[config.mk]
export PLATFORM = sky130hd
export DESIGN_NAME = record_file_stream_parser_flat
export DESIGN_NICKNAME = d
export VERILOG_FILES = /design/src/rtl/rfsp_pkg.sv /design/src/rtl/rfsp_if.sv /design/src/rtl/rfsp_core.sv /design/src/rtl/rfsp_outq.sv /design/src/rtl/record_file_stream_parser.sv /design/src/flat_wrapper.sv
export SDC_FILE = /design/constraint.sdc
export NUM_CORES = 2
export LEC_CHECK = 0
export ABC_CLOCK_PERIOD_IN_PS = 26600
export BUFFER_PORTS_ARGS = -buffer_cell sky130_fd_sc_hd__buf_2
export CAP_MARGIN = 20
export CORE_MARGIN = 1.5
export CORE_UTILIZATION = 45
export DETAILED_ROUTE_END_ITERATION = 8
export GPL_TIMING_DRIVEN = 1
export SLEW_MARGIN = 20
export SYNTH_ARGS = -nofsm -noshare
export SYNTH_HDL_FRONTEND = slang
export SYNTH_HIERARCHICAL = 1
export SYNTH_SLANG_ARGS = --single-unit
[constraint.sdc]
create_clock -name clk -period 26.6 [get_ports clk]
set_input_delay 2.66 -clock clk [delete_from_list [all_inputs] [get_ports clk]]
set_output_delay 2.66 -clock clk [all_outputs]
set_load 0.01 [all_outputs]
[src/rtl/rfsp_pkg.sv]
// Record file stream parser package: result item layout, status and kind codes,
// parse phase encoding, header constants and the byte-wide CRC-32 step.
// No dependencies.
package rfsp_pkg;

	localparam logic [31:0] CRC_POLY     = 32'hEDB8_8320;
	localparam logic [31:0] CRC_INIT     = 32'hFFFF_FFFF;
	localparam logic [31:0] LIMIT_RESET  = 32'd67108864;
	localparam logic [5:0]  HEAD_LEN     = 6'd36;
	localparam logic [5:0]  REC_HEAD_LEN = 6'd14;
	localparam logic [5:0]  MAGIC_LEN    = 6'd8;
	localparam logic [15:0] FILE_VERSION = 16'd2;
	// magic bytes, byte 0 in the low lane
	localparam logic [63:0] MAGIC        = 64'h0200_0052_4944_414E;

	localparam int unsigned OQ_DEPTH = 8;
	localparam int unsigned OQ_AW    = 3;
	localparam logic [3:0]  OQ_FULL  = 4'd8;
	localparam logic [3:0]  OQ_ROOM  = 4'd4;
	localparam logic [3:0]  OQ_PUSH_MAX = 4'd6;

	typedef enum logic [1:0] {
		KIND_HEADER = 2'd0,
		KIND_RECORD = 2'd1,
		KIND_DATA   = 2'd2,
		KIND_STATUS = 2'd3
	} rfsp_kind_t;

	typedef enum logic [2:0] {
		ST_OK       = 3'd0,
		ST_SHORT    = 3'd1,
		ST_MAGIC    = 3'd2,
		ST_VERSION  = 3'd3,
		ST_CRC      = 3'd4,
		ST_OVERSIZE = 3'd5,
		ST_TRUNC    = 3'd6,
		ST_TRAILING = 3'd7
	} rfsp_status_t;

	typedef enum logic [4:0] {
		PH_HEADER  = 5'b00001,
		PH_RECHEAD = 5'b00010,
		PH_PAYLOAD = 5'b00100,
		PH_AFTER   = 5'b01000,
		PH_DRAIN   = 5'b10000
	} rfsp_phase_t;

	typedef struct packed {
		rfsp_kind_t   kind;
		logic [15:0]  type_code;
		logic [63:0]  stamp;
		logic [63:0]  count;
		logic [31:0]  header_flags;
		logic [7:0]   data_byte;
		rfsp_status_t status;
		logic         last;
	} rfsp_item_t;

	typedef struct packed {
		logic [1:0] n;
		rfsp_item_t item0;
		rfsp_item_t item1;
	} rfsp_push_t;

	function automatic logic [31:0] crc32_byte(logic [31:0] crc, logic [7:0] b);
		logic [31:0] c;
		c = crc ^ {24'h000000, b};
		for (int i = 0; i < 8; i++) begin
			c = (c >> 1) ^ (c[0] ? CRC_POLY : 32'h0000_0000);
		end
		return c;
	endfunction

endpackage

[src/rtl/rfsp_if.sv]
// Record file stream parser channels: byte input, result output, limit write.
// Depends on nothing; payload fields are plain vectors.
interface rfsp_byte_if;
	logic       valid;
	logic       ready;
	logic [7:0] in_byte;
	logic       end_of_file;
	modport source (output valid, output in_byte, output end_of_file, input ready);
	modport sink (input valid, input in_byte, input end_of_file, output ready);
endinterface

interface rfsp_result_if;
	logic        valid;
	logic        ready;
	logic [1:0]  kind;
	logic [15:0] type_code;
	logic [63:0] stamp;
	logic [63:0] count;
	logic [31:0] header_flags;
	logic [7:0]  data_byte;
	logic [2:0]  status;
	logic        last;
	modport source (output valid, output kind, output type_code, output stamp, output count,
		output header_flags, output data_byte, output status, output last, input ready);
	modport sink (input valid, input kind, input type_code, input stamp, input count,
		input header_flags, input data_byte, input status, input last, output ready);
endinterface

interface rfsp_cfg_if;
	logic        valid;
	logic        ready;
	logic [31:0] payload_limit;
	modport source (output valid, output payload_limit, input ready);
	modport sink (input valid, input payload_limit, output ready);
endinterface

[src/rtl/rfsp_core.sv]
// Parser core: input byte register, header/record parse state, CRC-32,
// result items from the parsed bytes. Depends on rfsp_pkg.
module rfsp_core (
	input  logic              clk,
	input  logic              arst_n,
	input  logic              take,
	input  logic [7:0]        in_byte,
	input  logic              end_of_file,
	input  logic              cfg_we,
	input  logic [31:0]       cfg_limit,
	output rfsp_pkg::rfsp_push_t push
);
	import rfsp_pkg::*;

	logic         valid_s1;
	logic [7:0]   byte_s1;
	logic         eof_s1;

	logic [31:0]  limit_q;
	rfsp_phase_t  phase_q, phase_n;
	logic [5:0]   idx_q, idx_n, idx_inc;
	logic [7:0]   ver_q, ver_n;
	logic [31:0]  crc_q, crc_n;
	logic [31:0]  scrc_q, scrc_n;
	logic [63:0]  rec_q, rec_n;
	logic [31:0]  pl_q, pl_n;
	logic [15:0]  type_q, type_n;
	logic [63:0]  stamp_q, stamp_n;
	logic [31:0]  flags_q, flags_n;
	rfsp_status_t err_q, err_n;
	rfsp_status_t st;
	logic         emit;
	rfsp_item_t   emit_item, stat_item;
	logic [2:0]   hdr_lane, rec_lane;
	logic [1:0]   pl_lane;

	assign idx_inc  = idx_q + 6'd1;
	assign hdr_lane = idx_q[2:0] + 3'd4;
	assign rec_lane = idx_q[2:0] + 3'd6;
	assign pl_lane  = idx_q[1:0] + 2'd2;

	always_comb begin
		phase_n   = phase_q;
		idx_n     = idx_q;
		ver_n     = ver_q;
		scrc_n    = scrc_q;
		rec_n     = rec_q;
		pl_n      = pl_q;
		type_n    = type_q;
		stamp_n   = stamp_q;
		flags_n   = flags_q;
		err_n     = err_q;
		crc_n     = (phase_q != PH_HEADER) ? crc32_byte(crc_q, byte_s1) : crc_q;
		emit      = 1'b0;
		emit_item = '0;
		stat_item = '0;
		st        = ST_OK;
		unique case (phase_q)
			PH_HEADER: begin
				idx_n = idx_inc;
				priority if (idx_q < MAGIC_LEN) begin
					if (byte_s1 != MAGIC[{idx_q[2:0], 3'b000} +: 8] && err_q == ST_OK)
						err_n = ST_MAGIC;
				end else if (idx_q == 6'd8) begin
					ver_n = byte_s1;
				end else if (idx_q == 6'd9) begin
					if ({byte_s1, ver_q} != FILE_VERSION && err_q == ST_OK)
						err_n = ST_VERSION;
				end else if (idx_q < 6'd12) begin
					type_n[{idx_q[0], 3'b000} +: 8] = byte_s1;
				end else if (idx_q < 6'd20) begin
					stamp_n[{hdr_lane, 3'b000} +: 8] = byte_s1;
				end else if (idx_q < 6'd28) begin
					rec_n[{hdr_lane, 3'b000} +: 8] = byte_s1;
				end else if (idx_q < 6'd32) begin
					flags_n[{idx_q[1:0], 3'b000} +: 8] = byte_s1;
				end else begin
					scrc_n[{idx_q[1:0], 3'b000} +: 8] = byte_s1;
				end
				if (idx_q == HEAD_LEN - 6'd1) begin
					emit                   = 1'b1;
					emit_item.kind         = KIND_HEADER;
					emit_item.type_code    = type_q;
					emit_item.stamp        = stamp_q;
					emit_item.count        = rec_q;
					emit_item.header_flags = flags_q;
					idx_n                  = '0;
					priority if (err_q != ST_OK) phase_n = PH_DRAIN;
					else if (rec_q == '0)        phase_n = PH_AFTER;
					else                         phase_n = PH_RECHEAD;
				end
			end
			PH_RECHEAD: begin
				idx_n = idx_inc;
				priority if (idx_q == 6'd0) begin
					type_n  = {8'h00, byte_s1};
					stamp_n = '0;
					pl_n    = '0;
				end else if (idx_q == 6'd1) begin
					type_n[15:8] = byte_s1;
				end else if (idx_q < 6'd10) begin
					stamp_n[{rec_lane, 3'b000} +: 8] = byte_s1;
				end else begin
					pl_n[{pl_lane, 3'b000} +: 8] = byte_s1;
				end
				if (idx_q == REC_HEAD_LEN - 6'd1) begin
					if (pl_n > limit_q) begin
						err_n   = ST_OVERSIZE;
						phase_n = PH_DRAIN;
					end else begin
						emit                = 1'b1;
						emit_item.kind      = KIND_RECORD;
						emit_item.type_code = type_n;
						emit_item.stamp     = stamp_n;
						emit_item.count     = {32'h0000_0000, pl_n};
						if (pl_n == '0) begin
							rec_n   = rec_q - 64'd1;
							idx_n   = '0;
							phase_n = (rec_q != 64'd1) ? PH_RECHEAD : PH_AFTER;
						end else begin
							phase_n = PH_PAYLOAD;
						end
					end
				end
			end
			PH_PAYLOAD: begin
				emit                = 1'b1;
				emit_item.kind      = KIND_DATA;
				emit_item.data_byte = byte_s1;
				pl_n                = pl_q - 32'd1;
				if (pl_q == 32'd1) begin
					rec_n   = rec_q - 64'd1;
					idx_n   = '0;
					phase_n = (rec_q != 64'd1) ? PH_RECHEAD : PH_AFTER;
				end
			end
			PH_AFTER: begin
				err_n   = ST_TRAILING;
				phase_n = PH_DRAIN;
			end
			PH_DRAIN: begin
			end
			default: begin
			end
		endcase

		priority if (phase_n == PH_HEADER)                  st = ST_SHORT;
		else if (err_n == ST_MAGIC || err_n == ST_VERSION)  st = err_n;
		else if (~crc_n != scrc_n)                          st = ST_CRC;
		else if (err_n == ST_OVERSIZE)                      st = ST_OVERSIZE;
		else if (phase_n == PH_RECHEAD || phase_n == PH_PAYLOAD) st = ST_TRUNC;
		else if (err_n == ST_TRAILING)                      st = ST_TRAILING;
		else                                                st = ST_OK;
		stat_item.kind   = KIND_STATUS;
		stat_item.status = st;
		stat_item.last   = 1'b1;
	end

	always_comb begin
		push.n     = valid_s1 ? ({1'b0, emit} + {1'b0, eof_s1}) : 2'd0;
		push.item0 = emit ? emit_item : stat_item;
		push.item1 = stat_item;
	end

	always_ff @(posedge clk or negedge arst_n) begin
		if (!arst_n) begin
			valid_s1 <= 1'b0;
		end else begin
			valid_s1 <= take;
		end
	end

	always_ff @(posedge clk) begin
		if (take) begin
			byte_s1 <= in_byte;
			eof_s1  <= end_of_file;
		end
	end

	always_ff @(posedge clk or negedge arst_n) begin
		if (!arst_n) begin
			limit_q <= LIMIT_RESET;
		end else if (cfg_we) begin
			limit_q <= cfg_limit;
		end
	end

	always_ff @(posedge clk or negedge arst_n) begin
		if (!arst_n) begin
			phase_q <= PH_HEADER;
			idx_q   <= '0;
			ver_q   <= '0;
			crc_q   <= CRC_INIT;
			scrc_q  <= '0;
			rec_q   <= '0;
			pl_q    <= '0;
			type_q  <= '0;
			stamp_q <= '0;
			flags_q <= '0;
			err_q   <= ST_OK;
		end else if (valid_s1) begin
			if (eof_s1) begin
				phase_q <= PH_HEADER;
				idx_q   <= '0;
				ver_q   <= '0;
				crc_q   <= CRC_INIT;
				scrc_q  <= '0;
				rec_q   <= '0;
				pl_q    <= '0;
				type_q  <= '0;
				stamp_q <= '0;
				flags_q <= '0;
				err_q   <= ST_OK;
			end else begin
				phase_q <= phase_n;
				idx_q   <= idx_n;
				ver_q   <= ver_n;
				crc_q   <= crc_n;
				scrc_q  <= scrc_n;
				rec_q   <= rec_n;
				pl_q    <= pl_n;
				type_q  <= type_n;
				stamp_q <= stamp_n;
				flags_q <= flags_n;
				err_q   <= err_n;
			end
		end
	end

	a_eof_restart: assert property (@(posedge clk) disable iff (!arst_n)
		valid_s1 && eof_s1 |=> phase_q == PH_HEADER && idx_q == '0 && crc_q == CRC_INIT)
		else $error("parse state not restored after end of file");

	a_head_index: assert property (@(posedge clk) disable iff (!arst_n)
		phase_q == PH_HEADER |-> idx_q < HEAD_LEN)
		else $error("header byte index out of range");

	a_rechead_records: assert property (@(posedge clk) disable iff (!arst_n)
		phase_q == PH_RECHEAD || phase_q == PH_PAYLOAD |->
			rec_q != '0 && (phase_q == PH_PAYLOAD || idx_q < REC_HEAD_LEN))
		else $error("record parse with no records left");

	a_pair_order: assert property (@(posedge clk) disable iff (!arst_n)
		push.n == 2'd2 |-> push.item1.kind == KIND_STATUS && push.item0.kind != KIND_STATUS)
		else $error("two results in a beat not item then status");

endmodule

[src/rtl/rfsp_outq.sv]
// Result queue: eight-entry buffer taking up to two items a cycle and
// handing out one per beat. Depends on rfsp_pkg.
module rfsp_outq (
	input  logic                clk,
	input  logic                arst_n,
	input  rfsp_pkg::rfsp_push_t push,
	input  logic                pop,
	output logic                avail,
	output logic                room,
	output rfsp_pkg::rfsp_item_t head
);
	import rfsp_pkg::*;

	rfsp_item_t       mem_q [OQ_DEPTH];
	logic [OQ_AW-1:0] wr_q, rd_q, wr_nx;
	logic [3:0]       cnt_q;
	logic             take_pop;

	assign wr_nx    = wr_q + {{(OQ_AW-1){1'b0}}, 1'b1};
	assign avail    = cnt_q != 4'd0;
	assign room     = cnt_q <= OQ_ROOM;
	assign head     = mem_q[rd_q];
	assign take_pop = pop && avail;

	always_ff @(posedge clk) begin
		if (push.n != 2'd0) mem_q[wr_q] <= push.item0;
		if (push.n == 2'd2) mem_q[wr_nx] <= push.item1;
	end

	always_ff @(posedge clk or negedge arst_n) begin
		if (!arst_n) begin
			wr_q  <= '0;
			rd_q  <= '0;
			cnt_q <= '0;
		end else begin
			wr_q  <= wr_q + OQ_AW'(push.n);
			rd_q  <= rd_q + OQ_AW'(take_pop);
			cnt_q <= cnt_q + {2'b00, push.n} - {3'b000, take_pop};
		end
	end

	a_cnt_bound: assert property (@(posedge clk) disable iff (!arst_n)
		cnt_q <= OQ_FULL)
		else $error("result queue overflow");

	a_push_room: assert property (@(posedge clk) disable iff (!arst_n)
		push.n != 2'd0 |-> cnt_q <= OQ_PUSH_MAX)
		else $error("push without reserved room");

endmodule

[src/rtl/record_file_stream_parser.sv]
// Record file stream parser top level: byte channel, result channel, limit write.
// Depends on rfsp_pkg, rfsp_if, rfsp_core, rfsp_outq.
//
//  channel    dir  beat                                  notes
//  file_data  in   in_byte, end_of_file                  one file byte per beat
//  result     out  kind, type_code, stamp, count, ...    one item per beat
//  cfg        in   payload_limit                         always ready
//
// A byte is registered on acceptance and parsed in the next cycle; its items
// enter the result queue at the end of that cycle and are offered from its head.
// One byte per cycle is sustained while results drain; an end-of-file byte may
// add a second item. file_data.ready drops once more than four items wait in
// the queue. Reset clears parse state, the queue and sets payload_limit to
// 64 MiB; parse state also restarts after each file.
module record_file_stream_parser (
	input  logic            clk,
	input  logic            arst_n,
	rfsp_byte_if.sink       file_data,
	rfsp_result_if.source   result,
	rfsp_cfg_if.sink        cfg
);
	import rfsp_pkg::*;

	rfsp_push_t push;
	rfsp_item_t head;
	logic       room;
	logic       avail;

	assign file_data.ready = room;
	assign cfg.ready       = 1'b1;

	rfsp_core u_core (
		.clk         (clk),
		.arst_n      (arst_n),
		.take        (file_data.valid && room),
		.in_byte     (file_data.in_byte),
		.end_of_file (file_data.end_of_file),
		.cfg_we      (cfg.valid),
		.cfg_limit   (cfg.payload_limit),
		.push        (push)
	);

	rfsp_outq u_outq (
		.clk    (clk),
		.arst_n (arst_n),
		.push   (push),
		.pop    (result.ready),
		.avail  (avail),
		.room   (room),
		.head   (head)
	);

	assign result.valid        = avail;
	assign result.kind         = head.kind;
	assign result.type_code    = head.type_code;
	assign result.stamp        = head.stamp;
	assign result.count        = head.count;
	assign result.header_flags = head.header_flags;
	assign result.data_byte    = head.data_byte;
	assign result.status       = head.status;
	assign result.last         = head.last;

endmodule
[src/flat_wrapper.sv]
// flat-port wrapper written by rule: the top's interface ports become plain ports
module record_file_stream_parser_flat import rfsp_pkg::*;
  (clk, arst_n, file_data_valid, file_data_in_byte, file_data_end_of_file, file_data_ready, result_valid, result_kind, result_type_code, result_stamp, result_count, result_header_flags, result_data_byte, result_status, result_last, result_ready, cfg_valid, cfg_payload_limit, cfg_ready);
  rfsp_byte_if file_data_i ();
  rfsp_result_if result_i ();
  rfsp_cfg_if cfg_i ();
  input  logic clk;
  input  logic arst_n;
  input wire logic [$bits(file_data_i.valid)-1:0] file_data_valid;
  input wire logic [$bits(file_data_i.in_byte)-1:0] file_data_in_byte;
  input wire logic [$bits(file_data_i.end_of_file)-1:0] file_data_end_of_file;
  output wire logic [$bits(file_data_i.ready)-1:0] file_data_ready;
  output wire logic [$bits(result_i.valid)-1:0] result_valid;
  output wire logic [$bits(result_i.kind)-1:0] result_kind;
  output wire logic [$bits(result_i.type_code)-1:0] result_type_code;
  output wire logic [$bits(result_i.stamp)-1:0] result_stamp;
  output wire logic [$bits(result_i.count)-1:0] result_count;
  output wire logic [$bits(result_i.header_flags)-1:0] result_header_flags;
  output wire logic [$bits(result_i.data_byte)-1:0] result_data_byte;
  output wire logic [$bits(result_i.status)-1:0] result_status;
  output wire logic [$bits(result_i.last)-1:0] result_last;
  input wire logic [$bits(result_i.ready)-1:0] result_ready;
  input wire logic [$bits(cfg_i.valid)-1:0] cfg_valid;
  input wire logic [$bits(cfg_i.payload_limit)-1:0] cfg_payload_limit;
  output wire logic [$bits(cfg_i.ready)-1:0] cfg_ready;
  assign file_data_i.valid = file_data_valid;
  assign file_data_i.in_byte = file_data_in_byte;
  assign file_data_i.end_of_file = file_data_end_of_file;
  assign file_data_ready = file_data_i.ready;
  assign result_valid = result_i.valid;
  assign result_kind = result_i.kind;
  assign result_type_code = result_i.type_code;
  assign result_stamp = result_i.stamp;
  assign result_count = result_i.count;
  assign result_header_flags = result_i.header_flags;
  assign result_data_byte = result_i.data_byte;
  assign result_status = result_i.status;
  assign result_last = result_i.last;
  assign result_i.ready = result_ready;
  assign cfg_i.valid = cfg_valid;
  assign cfg_i.payload_limit = cfg_payload_limit;
  assign cfg_ready = cfg_i.ready;
  record_file_stream_parser u_core (.clk(clk), .arst_n(arst_n), .file_data(file_data_i), .result(result_i), .cfg(cfg_i));
endmodule
# Yosys cells after proc, flatten, opt, wreduce, memory -nomap -nowiden

Memory sizes are Yosys's and may differ from the RTL's.
Index checks and enable logic that the tools add are counted.

Bitwise gates (word level): 10
Multiplexer cells: 125
Equal/unequal tests: 41
Reduce and logical (&&, ||, !) cells: 26
Shift-type cells: 11
Add/subtract/negate cells: 17
Order comparisons: 8

Operators by type and width:

| cell                                                      | number |
|---|---|
| two-way mux 64 bit                                        | 20 |
| two-way mux 32 bit                                        | 34 |
| two-way mux 145 bit                                       | 2 |
| one-hot mux 144 bit (2 select lines)                      | 1 |
| XOR 31 x 32 -> 32 bit                                     | 8 |
| bitwise mux 64 bit                                        | 3 |
| one-hot mux 64 bit (3 select lines)                       | 1 |
| two-way mux 190 bit                                       | 1 |
| two-way mux 176 bit                                       | 1 |
| one-hot mux 64 bit (2 select lines)                       | 1 |
| variable shift 8 x 8 -> 64 bit, first input constant      | 2 |
| indexed part select 8 x 8 -> 64 bit                       | 2 |
| bitwise mux 32 bit                                        | 3 |
| two-way mux 16 bit                                        | 5 |
| logical NOT 64 bit                                        | 1 |
| two-way mux 8 bit                                         | 8 |
| inequality test 64 x 1 -> 1 bit, second input constant    | 1 |
| one-hot mux 32 bit (2 select lines)                       | 1 |
| variable shift 8 x 7 -> 32 bit, first input constant      | 2 |
| indexed part select 64 x 7 -> 8 bit, first input constant | 1 |
| indexed part select 8 x 7 -> 32 bit                       | 2 |
| subtractor 64 x 1 -> 64 bit, second input constant        | 1 |
| two-way mux 3 bit                                         | 14 |
| two-way mux 6 bit                                         | 6 |
| other kinds (65)                                          | 117 |

Input port bits: 46
Logic and storage cells: 257
Register bits after elaboration: 346
Bits in writable memories: 1520
Output and inout bits: 193
Memories: 1

Memories:

| memory              | depth | bits a word | rd ports | clocked after Yosys merged registers in | write ports | line            | source |
|---|---|---|---|---|---|---|---|
| u_core.u_outq.mem_q | 8     | 190         | 1        | 0                                       | 2           | rfsp_outq.sv:14 | `rfsp_item_t mem_q [OQ_DEPTH];` |

# Logic depth before layout (Yosys ltp)

Depth in word-level cells: 24
Mapped depth: 28
Gate-level depth less buffers: 23

# By module

Netlist, hierarchy kept.

By module, submodules not included:

| module                    | cells each | area an instance (sq um) | seq. area each (sq um) | times used |
|---|---|---|---|---|
| rfsp_outq                 | 3957       | 76098.0                  | 45894.0                | 1 |
| rfsp_core                 | 3310       | 25981.2                  | 8495.6                 | 1 |
| record_file_stream_parser | 3          | 17.5                     | 0.0                    | 1 |

# Worst setup path after synthesis

Ideal clock, no wire load.

Kind: reg2reg
Start point: register u_core.u_core.idx_q[0]
End point: memory u_core/u_outq/mem_q[1][0] (netlist name), enable pin
Stages on the path, launching flop included: 22
Path slack: 6372 ps
Path buffers: 6
Arrival: 19209 ps
Library setup time: 1020 ps
Clock period less this slack: 20228 ps
Required time: 25580 ps
Path through: dfrtp_1 -> clkinv_1 -> ha_1 -> clkbuf_1 -> buf_2 -> buf_2 -> buf_1 -> buf_1 -> buf_1 -> nand3_1 -> a21oi_1 -> ha_1 -> a21oi_1 -> a2111o_1 -> a311oi_1 -> nor3_1 -> nor3_1 -> inv_1 -> ha_1 -> and2_1 -> o21ai_0 -> o31ai_1

RTL lines:

| element                | line             | source |
|---|---|---|
| start, declared        | rfsp_core.sv:21  | `logic [5:0] idx_q, idx_n, idx_inc;` |
| start signal, assigned | rfsp_core.sv:216 | `idx_q <= idx_n;` |
| end, declared          | rfsp_outq.sv:14  |  |

==> results by group <==
Setup path
  • Data arrival time of the critical path: 10.54 ns
  • Critical path's slowest cell: buf_4
  • R2R Path Start: u_core/u_core/idx_q[1]$_DFFE_PN0P_
  • CP most frequent cell: buf_4
  • Critical path cell sequence: inv_1 -> ha_2 -> buf_4 -> nand2b_1 -> or3_1 -> a21oi_1 -> ha_1 -> nand4_1 -> nor4_1 -> inv_1 -> a311oi_1 -> nor3_2 -> nor3_1 -> buf_4 -> inv_1 -> ha_1 -> and2_1 -> and4bb_2 -> nand2_4 -> buf_4 -> buf_4 -> buf_4 -> mux2_2
  • Crit start category: flip-flop
  • Reg2Reg Setup Slack: 16.71 ns
  • Number of cells on the worst reg-to-reg path: 23
  • Crit-path max cell delay: 0.80 ns
  • Reg-to-Reg End: u_core/u_outq/mem_q[7][3]$_DFFE_PP_
  • Crit Path Max Fanout: 79
  • CP required: 27.25 ns
  • Crit path kind: reg2reg
  • Worst Setup End Kind: flip-flop

Layout
  • Commonest non-fill, non-tap cells in the layout: 1698 x mux2_2, 1529 x edfxtp_1, 380 x mux4_2
  • Non-filler cells, final: 10.5k
  • FILL cells: 19.6k
  • Final Net Count: 7458
  • Layout cells sized above 1: 38.3%
  • Area grow syn2layout: 9.43%
  • Commonest non-fill, non-tap cell in the layout: mux2_2

Timing
  • Skew final: 0.0781 ns
  • Final worst-path cycle share: 37.2%
  • Relative slew slack: 22.7%
  • Max-slew violations: 0
  • Final setup fails: 0
  • Fin crit period: 9.89 ns
  • Final Hold Vio Count: 0
  • Achievable Freq: 101 MHz
  • Setup TNS Final: 0 ns
  • Slew @ Worst Pin: 1.14 ns
  • RSZ-0062 raised after global routing: false

Synth
  • Sequential-to-total area share from yosys stat: 53.3%
  • YS warnings: 6
  • Post-Syn Area: 102000 um2
  • Top FF cell, synth: edfxtp_1
  • Asr flop ratio synth: 18.1%
  • Post-synth EDFFs: 1529
  • Cell count after synthesis: 7270
  • Syn Area/Cell: 14.0 um2
  • Synthesized flop and latch total: 1866
  • Synth cell types: 103

Clock tree
  • Clock Latency Late Sink: 0.93 ns
  • Clock sink count: 1866
  • CTS tree: done
  • Resized Gates After CTS: 0
  • Clock slew at reported path FFs: 0.06 ns
  • Root buf cell: clkbuf_16
  • Setup repair bufs after CTS: 0
  • H-tree levels: 4
  • Worst-case clock buffer depth: 3
  • Total CTS buffers: 207
  • Hold buffers post-CTS: 0

Run
  • Max Cap Viol: 0

Worst hold path
  • Hold_sp: u_core/u_core/scrc_q[20]$_DFFE_PN0P_
  • Worst Hold Path EP: u_core/u_core/scrc_q[20]$_DFFE_PN0P_
  • Hold Path Depth: 1
  • Hold WC Path Type: reg2reg

Global route
  • Largest net degree at the start of global routing: 148
  • Routing usage on met1: 39.2%
  • Initial antenna violation count: 13
  • Layer with the highest usage: met2
  • First-pass GRT wire length: 459 mm
  • Vias in the first global route: 65.2k
  • Met2 GRT Util: 41.0%
  • GR Util All Layers: 26.8%
  • Grt met3 use: 4.24%
  • Grt ovf: 0

Power and ir drop
  • Clk pwr share: 26.6%
  • Peak VDD IR: 0.0000862 V
  • P per Cell Area: 95.4 nW/um2
  • Internal power: 6690 uW
  • Comb pwr share: 38.1%
  • Leakage Power: 0.0414 uW
  • Switching Share: 37.3%
  • Net Switching: 3970 uW
  • Flop pwr share: 35.3%

Place
  • Final Wtd Congestion: 0.985
  • Final HPWL DP: 193 mm
  • Buffers on Ports: 237
  • Placed instance count: 10.1k

Route
  • Post-Route WL: 314 mm
  • Drt pass-1 iters: 6
  • Routed length per instance: 29.8 um
  • Number of routed nets with antenna violations: 0
  • DR vias: 65.6k
  • DRC viols: 0
  • Vias per std cell: 6.23
  • Iter 0 DRT Violations: 7356

Die
  • Initial Util: 45.4%
  • Die Span Y: 479 um
  • I/O pin cnt: 239
  • Die area: 230000 um2
  • Die width: 479 um
  • Core area: 225000 um2
  • Cell Rows: 174

Outcome
  • Status: completed
==> layout make-up <==
class / instances / area (um2) / share of cell area (%)
diodes: 6 / 15.0 / 0.0134
repair buffers: 390 / 2490 / 2.23
multi-input cells: 4800 / 44000 / 39.4
clock buffers: 277 / 5580 / 5.00
inverters: 81 / 304 / 0.272
flip-flops and latches: 1866 / 54400 / 48.7
clock inverters: 112 / 1140 / 1.02
well taps: 2992 / 3740 / 3.35
==> cell families after synthesis <==
| group | count (synthesis) | synth area share (%) |
|---|---|---|
| mux | 2128 | 27.6 |
| flops | 1866 | 53.3 |
| simple gates | 1227 | 5.85 |
| compound gates | 1068 | 6.65 |
| buf+inv | 789 | 4.51 |
| xor+xnor | 123 | 1.26 |
| fa+ha+maj | 66 | 0.824 |
| other cells | 3 | 0.0110 |
==> critical path, delay by kind of cell, from the launching register on <==
kind,cells,cell delay (ns)
flops,1,0.66
buf+inv,8,3.74
fa+ha+maj,3,0.92
simple gates,9,2.80
mux,1,0.41
compound gates,2,0.91
==> registers in the layout (all words and copies together), names as in the netlist <==
register,flops
u_core/u_core/byte_s1,8
u_core/u_core/crc_q,32
u_core/u_core/eof_s1,1
u_core/u_core/err_q,3
u_core/u_core/flags_q,32
u_core/u_core/idx_q,6
u_core/u_core/limit_q,32
u_core/u_core/phase_q,5
u_core/u_core/pl_q,32
u_core/u_core/rec_q,64
u_core/u_core/scrc_q,32
u_core/u_core/stamp_q,64
u_core/u_core/type_q,16
u_core/u_core/valid_s1,1
u_core/u_core/ver_q,8
u_core/u_outq/cnt_q,4
u_core/u_outq/mem_q,1520
u_core/u_outq/rd_q,3
u_core/u_outq/wr_q,3
==> metal layers <==
metal	up-vias	wire length, um
met5	-	27
met4	4	9360
met3	532	22700
met2	2804	142000
met1	34100	140000
li1	28100	-
==> through the flow <==
| stage | area, um2 | hold slack (ns) | power (uW) | utilization, % | setup WS [ns] |
|---|---|---|---|---|---|
| 3_3_place_gp | 105000 | 0.465 | 7820 | 46.6 | 17.28 |
| 3_5_place_dp | 105000 | 0.478 | 7840 | 46.6 | 17.04 |
| 5_1_grt | 112000 | 0.517 | 11100 | 49.6 | 16.14 |
| 4_1_cts | 112000 | 0.490 | 10700 | 49.6 | 16.45 |
| 2_1_floorplan | 103000 | 0.441 | 6480 | - | 6.37 |
| 6_report | 112000 | 0.494 | 10700 | 49.6 | 16.71 |
==> Yosys cell counts, drive strengths merged, types with 34 or more instances <==
master / instances / area share [%]
nor4: 57 / 0.39
buf: 469 / 3.3
a22o: 93 / 0.80
a21oi: 243 / 1.2
xor2: 40 / 0.36
ha: 64 / 0.78
mux2: 1717 / 19
nor3: 116 / 0.58
nand3: 67 / 0.33
nand2: 343 / 1.3
inv: 80 / 0.29
dfrtp: 303 / 7.4
dfstp: 34 / 0.88
edfxtp: 1529 / 45
clkbuf: 239 / 0.88
xnor2: 76 / 0.74
a22oi: 68 / 0.50
and2: 83 / 0.51
o21ai: 347 / 1.7
o2bb2ai: 36 / 0.31
a31oi: 74 / 0.45
nor2: 321 / 1.2
nor2b: 80 / 0.49
mux4: 380 / 8.4
==> power by group through the flow <==
stage	combinational, uW	clock (uW)	sequential [uW]
CTS	4050	2890	3750
global placement	4020	0	3800
finish	4070	2840	3760
global route	4320	3000	3780
floorplan	2740	0	3730
detailed placement	4030	0	3810
==> worst max path at each step <==
stage | from | depth (start not counted) | end | slack (ns)
final | u_core/u_core/idx_q[1]$_DFFE_PN0P_ | 23 | u_core/u_outq/mem_q[7][3]$_DFFE_PP_ | 16.71
after global routing | u_core/u_outq/rd_q[0]$_DFF_PN0_ | 8 | result_kind[1] | 16.14
after CTS | u_core/u_outq/rd_q[0]$_DFF_PN0_ | 8 | result_kind[1] | 16.45
after detailed placement | u_core/u_core/idx_q[1]$_DFFE_PN0P_ | 23 | u_core/u_outq/mem_q[7][1]$_DFFE_PP_ | 17.04
after global placement | u_core/u_core/idx_q[1]$_DFFE_PN0P_ | 23 | u_core/u_outq/mem_q[7][1]$_DFFE_PP_ | 17.28
after floorplan | u_core/u_core/idx_q[0]$_DFFE_PN0P_ | 21 | u_core/u_outq/mem_q[1][0]$_DFFE_PP_ | 6.37
Note: power is estimated with default switching activity, not from simulation.
